--- config.mk ---
export PLATFORM = sky130hd
export DESIGN_NAME = indexed_insert_remove_array_unit
export DESIGN_NICKNAME = d
export VERILOG_FILES = /design/src/rtl/iia_pkg.sv /design/src/rtl/iia_ctrl.sv /design/src/rtl/iia_dp.sv /design/src/rtl/indexed_insert_remove_array_unit.sv
export SDC_FILE = /design/constraint.sdc
export NUM_CORES = 2
export LEC_CHECK = 0
export ABC_AREA = 1
export BUFFER_PORTS_ARGS = -buffer_cell sky130_fd_sc_hd__buf_2
export CAP_MARGIN = 20
export CORE_MARGIN = 2
export CORE_UTILIZATION = 54
export DETAILED_ROUTE_END_ITERATION = 8
export GPL_TIMING_DRIVEN = 0
export HOLD_SLACK_MARGIN = 0.08
export PLACE_DENSITY_LB_ADDON = 0.15
export REMOVE_ABC_BUFFERS = 1
export SYNTH_ARGS = -nofsm -noshare
export SYNTH_HDL_FRONTEND = slang
export SYNTH_SLANG_ARGS = --single-unit
--- constraint.sdc ---
create_clock -name aclk -period 14.7 [get_ports aclk]
set_clock_uncertainty 0.1 [all_clocks]
set_input_delay 0.735 -clock aclk [delete_from_list [all_inputs] [get_ports aclk]]
set_output_delay 0.735 -clock aclk [all_outputs]
set_load 0.03 [all_outputs]
--- src/rtl/iia_pkg.sv ---
// Package for the indexed insert/remove array unit.
// Holds sizes, mode and status codes, controller states and control structs.
// No dependencies.
package iia_pkg;

    localparam int DEPTH    = 64;
    localparam int WORD_W   = 32;
    localparam int IDX_W    = $clog2(DEPTH);
    localparam int CNT_W    = $clog2(DEPTH + 1);
    localparam int MODE_W   = 2;
    localparam int STAT_W   = 2;
    localparam int S_DATA_W = ((MODE_W + IDX_W + WORD_W + 7) / 8) * 8;
    localparam int M_RAW_W  = WORD_W + CNT_W + STAT_W;
    localparam int M_DATA_W = ((M_RAW_W + 7) / 8) * 8;

    localparam logic [MODE_W-1:0] MODE_READ   = 2'd0;
    localparam logic [MODE_W-1:0] MODE_INSERT = 2'd1;
    localparam logic [MODE_W-1:0] MODE_REMOVE = 2'd2;

    localparam logic [STAT_W-1:0] STAT_OK    = 2'd0;
    localparam logic [STAT_W-1:0] STAT_FULL  = 2'd1;
    localparam logic [STAT_W-1:0] STAT_RANGE = 2'd2;

    typedef enum logic [2:0] {
        S_IDLE,
        S_DECODE,
        S_INS,
        S_RD_CAP,
        S_REM,
        S_FINISH
    } iia_state_t;

    typedef struct packed {
        logic              load;
        logic              set_stat;
        logic [STAT_W-1:0] stat_code;
        logic              init_ins;
        logic              init_rem;
        logic              rd_idx;
        logic              cap_res;
        logic              step;
        logic              ins_done;
        logic              rem_done;
        logic              out_load;
    } iia_cmd_t;

    typedef struct packed {
        logic [MODE_W-1:0] mode;
        logic              full;
        logic              in_range;
        logic              shift_done;
        logic              out_free;
    } iia_stat_t;

endpackage

--- src/rtl/iia_ctrl.sv ---
// Controller for the indexed insert/remove array unit.
// Sequences decode, shift, read and result load; drives the datapath via iia_cmd_t.
// Depends on iia_pkg.
module iia_ctrl (
    input  logic              aclk,
    input  logic              aresetn,
    input  logic              s_tvalid,
    output logic              s_tready,
    input  iia_pkg::iia_stat_t stat,
    output iia_pkg::iia_cmd_t  cmd
);

    iia_pkg::iia_state_t state_reg;
    iia_pkg::iia_state_t state_next;

    always_ff @(posedge aclk) begin
        if (!aresetn) begin
            state_reg <= iia_pkg::S_IDLE;
        end else begin
            state_reg <= state_next;
        end
    end

    always_comb begin
        state_next = state_reg;
        case (state_reg)
            iia_pkg::S_IDLE: begin
                if (s_tvalid) begin
                    state_next = iia_pkg::S_DECODE;
                end
            end
            iia_pkg::S_DECODE: begin
                case (stat.mode)
                    iia_pkg::MODE_INSERT: begin
                        state_next = stat.full ? iia_pkg::S_FINISH : iia_pkg::S_INS;
                    end
                    iia_pkg::MODE_READ, iia_pkg::MODE_REMOVE: begin
                        state_next = stat.in_range ? iia_pkg::S_RD_CAP : iia_pkg::S_FINISH;
                    end
                    default: begin
                        state_next = iia_pkg::S_FINISH;
                    end
                endcase
            end
            iia_pkg::S_RD_CAP: begin
                state_next = (stat.mode == iia_pkg::MODE_REMOVE) ? iia_pkg::S_REM
                                                                 : iia_pkg::S_FINISH;
            end
            iia_pkg::S_INS, iia_pkg::S_REM: begin
                if (stat.shift_done) begin
                    state_next = iia_pkg::S_FINISH;
                end
            end
            iia_pkg::S_FINISH: begin
                if (stat.out_free) begin
                    state_next = iia_pkg::S_IDLE;
                end
            end
            default: begin
                state_next = iia_pkg::S_IDLE;
            end
        endcase
    end

    always_comb begin
        cmd      = '0;
        s_tready = 1'b0;
        case (state_reg)
            iia_pkg::S_IDLE: begin
                s_tready = 1'b1;
                cmd.load = s_tvalid;
            end
            iia_pkg::S_DECODE: begin
                cmd.set_stat  = 1'b1;
                cmd.stat_code = iia_pkg::STAT_OK;
                case (stat.mode)
                    iia_pkg::MODE_INSERT: begin
                        if (stat.full) begin
                            cmd.stat_code = iia_pkg::STAT_FULL;
                        end else begin
                            cmd.init_ins = 1'b1;
                        end
                    end
                    iia_pkg::MODE_READ, iia_pkg::MODE_REMOVE: begin
                        if (!stat.in_range) begin
                            cmd.stat_code = iia_pkg::STAT_RANGE;
                        end else begin
                            cmd.rd_idx   = 1'b1;
                            cmd.init_rem = (stat.mode == iia_pkg::MODE_REMOVE);
                        end
                    end
                    default: begin
                        cmd.stat_code = iia_pkg::STAT_OK;
                    end
                endcase
            end
            iia_pkg::S_RD_CAP: begin
                cmd.cap_res = 1'b1;
            end
            iia_pkg::S_INS: begin
                cmd.step     = !stat.shift_done;
                cmd.ins_done = stat.shift_done;
            end
            iia_pkg::S_REM: begin
                cmd.step     = !stat.shift_done;
                cmd.rem_done = stat.shift_done;
            end
            iia_pkg::S_FINISH: begin
                cmd.out_load = stat.out_free;
            end
            default: begin
                cmd = '0;
            end
        endcase
    end

endmodule

--- src/rtl/iia_dp.sv ---
// Datapath for the indexed insert/remove array unit.
// Entry memory, count, shift pointer with pipelined move, and the result register.
// Depends on iia_pkg.
module iia_dp (
    input  logic                           aclk,
    input  logic                           aresetn,
    input  logic [iia_pkg::S_DATA_W-1:0]   s_tdata,
    output logic                           m_tvalid,
    input  logic                           m_tready,
    output logic [iia_pkg::M_DATA_W-1:0]   m_tdata,
    input  iia_pkg::iia_cmd_t              cmd,
    output iia_pkg::iia_stat_t             stat
);

    localparam int IW = iia_pkg::IDX_W;
    localparam int CW = iia_pkg::CNT_W;
    localparam int WW = iia_pkg::WORD_W;

    logic [WW-1:0] mem [iia_pkg::DEPTH];

    logic [iia_pkg::MODE_W-1:0] mode_reg;
    logic [IW-1:0]              idx_reg;
    logic [WW-1:0]              word_reg;
    logic [CW-1:0]              cnt_reg;
    logic [CW-1:0]              ptr_reg;
    logic [CW-1:0]              lim_reg;
    logic                       wr_pend_reg;
    logic [IW-1:0]              wr_addr_reg;
    logic [WW-1:0]              rd_data_reg;
    logic [WW-1:0]              res_reg;
    logic [iia_pkg::STAT_W-1:0] st_reg;
    logic                       out_valid_reg;
    logic [iia_pkg::M_DATA_W-1:0] out_data_reg;

    logic [CW-1:0] idx_ext;
    logic [CW-1:0] ptr_dec;
    logic [CW-1:0] cnt_dec;
    logic          is_ins;
    logic          more;
    logic [IW-1:0] rd_addr;
    logic          mem_we;
    logic [IW-1:0] mem_wa;
    logic [WW-1:0] mem_wd;

    assign idx_ext = {{(CW-IW){1'b0}}, idx_reg};
    assign ptr_dec = ptr_reg - CW'(1);
    assign cnt_dec = cnt_reg - CW'(1);
    assign is_ins  = (mode_reg == iia_pkg::MODE_INSERT);
    assign more    = (ptr_reg != lim_reg);

    always_comb begin
        if (cmd.rd_idx) begin
            rd_addr = idx_reg;
        end else if (is_ins) begin
            rd_addr = ptr_dec[IW-1:0];
        end else begin
            rd_addr = ptr_reg[IW-1:0];
        end
    end

    always_comb begin
        mem_we = 1'b0;
        mem_wa = wr_addr_reg;
        mem_wd = rd_data_reg;
        if (cmd.step && wr_pend_reg) begin
            mem_we = 1'b1;
        end else if (cmd.ins_done) begin
            mem_we = 1'b1;
            mem_wa = lim_reg[IW-1:0];
            mem_wd = word_reg;
        end else if (cmd.rem_done) begin
            mem_we = 1'b1;
            mem_wa = cnt_dec[IW-1:0];
            mem_wd = '0;
        end
    end

    always_ff @(posedge aclk) begin
        if (mem_we) begin
            mem[mem_wa] <= mem_wd;
        end
        rd_data_reg <= mem[rd_addr];
    end

    // item, status, result, shift and output payload
    always_ff @(posedge aclk) begin
        if (cmd.load) begin
            mode_reg <= s_tdata[iia_pkg::MODE_W-1:0];
            idx_reg  <= s_tdata[iia_pkg::MODE_W +: IW];
            word_reg <= s_tdata[iia_pkg::MODE_W + IW +: WW];
        end
        if (cmd.set_stat) begin
            st_reg  <= cmd.stat_code;
            res_reg <= '0;
        end
        if (cmd.cap_res) begin
            res_reg <= rd_data_reg;
        end
        if (cmd.init_ins) begin
            ptr_reg <= cnt_reg;
            lim_reg <= (idx_ext > cnt_reg) ? cnt_reg : idx_ext;
        end else if (cmd.init_rem) begin
            ptr_reg <= idx_ext + CW'(1);
            lim_reg <= cnt_reg;
        end else if (cmd.step && more) begin
            ptr_reg     <= is_ins ? ptr_dec : ptr_reg + CW'(1);
            wr_addr_reg <= is_ins ? ptr_reg[IW-1:0] : ptr_dec[IW-1:0];
        end
        if (cmd.out_load) begin
            out_data_reg <= iia_pkg::M_DATA_W'({st_reg, cnt_reg, res_reg});
        end
    end

    always_ff @(posedge aclk) begin
        if (!aresetn) begin
            cnt_reg       <= '0;
            wr_pend_reg   <= 1'b0;
            out_valid_reg <= 1'b0;
        end else begin
            if (cmd.ins_done) begin
                cnt_reg <= cnt_reg + CW'(1);
            end else if (cmd.rem_done) begin
                cnt_reg <= cnt_dec;
            end
            if (cmd.init_ins || cmd.init_rem) begin
                wr_pend_reg <= 1'b0;
            end else if (cmd.step) begin
                wr_pend_reg <= more;
            end
            if (cmd.out_load) begin
                out_valid_reg <= 1'b1;
            end else if (m_tready) begin
                out_valid_reg <= 1'b0;
            end
        end
    end

    assign stat.mode       = mode_reg;
    assign stat.full       = (cnt_reg == CW'(iia_pkg::DEPTH));
    assign stat.in_range   = (idx_ext < cnt_reg);
    assign stat.shift_done = !more && !wr_pend_reg;
    assign stat.out_free   = !out_valid_reg || m_tready;

    assign m_tvalid = out_valid_reg;
    assign m_tdata  = out_data_reg;

endmodule

--- src/rtl/indexed_insert_remove_array_unit.sv ---
// Indexed insert/remove array unit: an ordered store of up to 64 words with a count.
// Slave beat on s_*: mode, index and data word. Master beat on m_*: data_out,
// count after the operation, status (ok, store full, index not below count).
// Reads and removes fetch the entry through a registered memory read; inserts and
// removes then move the following entries one per cycle through the single write
// port of the entry memory, pipelined behind its read port.
// A flagged or unused-mode item goes straight to its result; an insert moves
// count - clamped index entries, a remove count - index - 1 entries, and the
// longest item is a remove at index 0 of a full store. One item is in work at a
// time; the next beat can be taken from the cycle in which m_tvalid rises.
// s_tready is high only while the unit is idle, including while a finished
// result still waits on m_*.
// A stalled result holds in the output register; a new item may then run up to its
// result and waits there until the output register frees.
// Reset (aresetn low at a clock edge) empties the store and drops any pending
// result; memory contents are not cleared and are never returned before written.
// Depends on iia_pkg, iia_ctrl and iia_dp.
module indexed_insert_remove_array_unit (
    input  logic                         aclk,
    input  logic                         aresetn,
    input  logic                         s_tvalid,
    output logic                         s_tready,
    // [1:0] mode, [7:2] index, [39:8] data_in
    input  logic [iia_pkg::S_DATA_W-1:0] s_tdata,
    output logic                         m_tvalid,
    input  logic                         m_tready,
    // [31:0] data_out, [38:32] count, [40:39] status, [47:41] zero
    output logic [iia_pkg::M_DATA_W-1:0] m_tdata
);

    iia_pkg::iia_cmd_t  cmd;
    iia_pkg::iia_stat_t stat;

    iia_ctrl u_ctrl (
        .aclk     (aclk),
        .aresetn  (aresetn),
        .s_tvalid (s_tvalid),
        .s_tready (s_tready),
        .stat     (stat),
        .cmd      (cmd)
    );

    iia_dp u_dp (
        .aclk     (aclk),
        .aresetn  (aresetn),
        .s_tdata  (s_tdata),
        .m_tvalid (m_tvalid),
        .m_tready (m_tready),
        .m_tdata  (m_tdata),
        .cmd      (cmd),
        .stat     (stat)
    );

endmodule
==> out/qor.yml <==
drive_gt1_share_pct: 7.641
clock_latency_ns: 0.87
fillers: 13560
cp_max_fo: 99
crit_family: "buffers and inverters"
die_y_um: 426.4
drc: 0
holdWs_ns: 0.1558
gp_congestion: 0.9031
yosysMostFrequentCell: "nand2_1"
p_leak_nw: 45.54
avgSynthCellArea_sq_um: 10.51
period_minus_slack_ns: 6.185
tightestPinTransition_ns: 1.047
multiInputGateArea_sq_um: 21600
synth_edf_count: 2183
area_growth_pct: 13.76
synth_ff_type: "edfxtp_1"
netlist_area_sq_um: 96330
clockBufferDepth: 3
critical_path_class: "flip-flop to flip-flop"
syn_inst: 9166
synthTopCellsByCount: "2,446 x nand2_1, 2,183 x edfxtp_1, 1,881 x nand3_1, 1,772 x inv_1, 290 x buf_2"
top_register: "u_dp.mem"
first_pass_iters: 7
yosysUniqueCellTypes: 44
yosys-top-cells-area: "edfxtp_1 68%, nand3_1 9.8%, nand2_1 9.5%"
wl_per_cell_um: 22.46
use_met3_pct: 4.480
htreeDepth: 4
grtUsageTotal_pct: 29.03
slowest_delay_ns: 0.54
clkPwrFrac_pct: 22.3
pwr-share-seq_pct: 33.5
p_switching_mw: 10.23
cp-start-kind: "flip-flop"
die-width_um: 426.4
use_met1_pct: 39.58
top_usage_layer: "met2"
yosysSeqAreaShare_pct: 68.96
ant_nets: 0
rsz0062_at_grt: "false"
drv_cap: 0
hp-class: "input pin to flip-flop"
synth.top_cell.area_share_pct: 68.05
async_reset_ff_share_pct: 0
grt_pass1_vias: 61680
cts_made_buffers: 222
via_per_inst: 5.525
internal_power_mw: 14.16
worst_setup_path_end_kind: "flip-flop"
drv_slew: 0
synth_top_cell_by_area: "edfxtp_1"
dp.final_hpwl_um: 151000
grt_max_degree: 134
arrival_ns: 6.80
powerDensity_nw_per_um2: 222.5
cts.repair.resized: 0
antenna_found_initial: 7
synth_seq_cells: 2227
final_area_sq_um: 109600
slowest_stage: "buf_16"
power_frac_comb_pct: 44.2
p_sw_share_pct: 41.95
io_buffers: 86
use_met2_pct: 46.25
outcome: "finished clean"
largest_reg_flops: 2048
register_area_sq_um: 66430
clockRootBuffer: "clkbuf_16"
pin_count: 94
core_area_sq_um: 177800
ys_warn_count: 0
slew-limit-headroom_pct: 29.72
path_clk_slew_ns: 0.06
final_nets: 9290
hold_violations: 0
vias: 65100
setup_viol: 0
crit_chain: "clkinv_1, ha_1, nand2_1, nand2_1, a21oi_2, nand3_2, nand2_1, o21ai_4, buf_16, buf_12, buf_16, buf_12, inv_8, buf_16, buf_16, nand3_1, nand3_1, nand3_1, nand3_1, nand2_1"
worstPathRequired_ns: 15.32
crit_buf_inv: 8
finalWirelength_um: 264600
num_rows: 155
hold_buffers: 40
gr-total-overflow: 0
drt_iter0_markers: 7569
cts_tree: "done"
peakVddDrop_mv: 0.2343
min_period_over_period_pct: 42.08
placed_cell_area_sq_um: 102200
post_cts_buffers: 0
cts_sinks: 2227
grt_pass1_wl_um: 388600
start_util_pct: 54.17
die_area_sq_um: 181800
max_freq_mhz: 161.7
-- metrics by stage --
stage               std cells  utilization [%]  setup WS [ns]  power [mW]  setup TNS (ns)
floorplan                8696                -         -2.553       16.44          -81.40
global placement        11140            54.64         -24.04       20.65         -762.34
detailed placement      11320            57.47          8.723       18.88               0
CTS                     11780            61.62          8.698       24.30               0
global route            11780            61.62          8.404       25.56               0
finish                  11780            61.63          8.515       24.39               0
-- cell families after synthesis --
| group | share of synthesized area [%] |
|---|---|
| adder cells (fa/ha/maj) | 0.1818 |
| AO/OA/AOI/OAI | 0.5832 |
| buffers and inverters | 9.607 |
| XOR/XNOR | 0.2000 |
| AND/OR/NAND/NOR | 20.46 |
| other | 0.003893 |
| flip-flops | 68.96 |
-- cell usage in the layout (no fill, tap or decap), types with 42 or more instances in the layout --
master / instances
buf_12: 102
buf_16: 68
buf_2: 87
clkbuf_1: 46
clkbuf_16: 227
clkinv_1: 64
clkinv_2: 42
dfxtp_1: 44
edfxtp_1: 2183
inv_1: 1770
nand2_1: 2443
nand3_1: 1881
nor2_1: 72
nor2_4: 67
-- area by class of cell --
type / instances / share of cell area [%]
diodes: 4 / 0.009133
clock buffers: 285 / 5.491
clock inverters: 130 / 0.8654
inverters: 1783 / 6.130
multi-input cells: 4686 / 19.71
flip-flops and latches: 2227 / 60.62
well taps: 2355 / 2.689
repair buffers: 312 / 4.488
-- metal layers --
layer  up-vias  wire (um)
met3       663      22570
li1      29960          -
met4         2      12610
met1     31420     105800
met2      3052     123600
met5         -         10
-- power by group through the flow --
stage               registers (mW)  logic, mW  clock network (mW)
global placement              8.66       12.0                   0
detailed placement            8.29       10.6                   0
floorplan                     8.44       8.01                   0
global route                  8.17       11.6                5.75
CTS                           8.16       10.7                5.49
finish                        8.16       10.8                5.44
-- worst paths after layout --
| kind | startpoint | to | slack [ns] | depth (start not counted) |
|---|---|---|---|---|
| worst max register to register | u_dp.cnt_reg[4] | u_dp.rd_data_reg[3] | 8.51 | 20 |
| worst min register to register | u_dp.res_reg[18] | u_dp.m_tdata[18] | 0.30 | 0 |
| worst max-delay path | u_dp.cnt_reg[4] | u_dp.rd_data_reg[3] | 8.51 | 20 |
| worst min-delay path | s_tdata[29] | u_dp.word_reg[21] | 0.16 | 1 |
(Power assumes the default switching activity.)
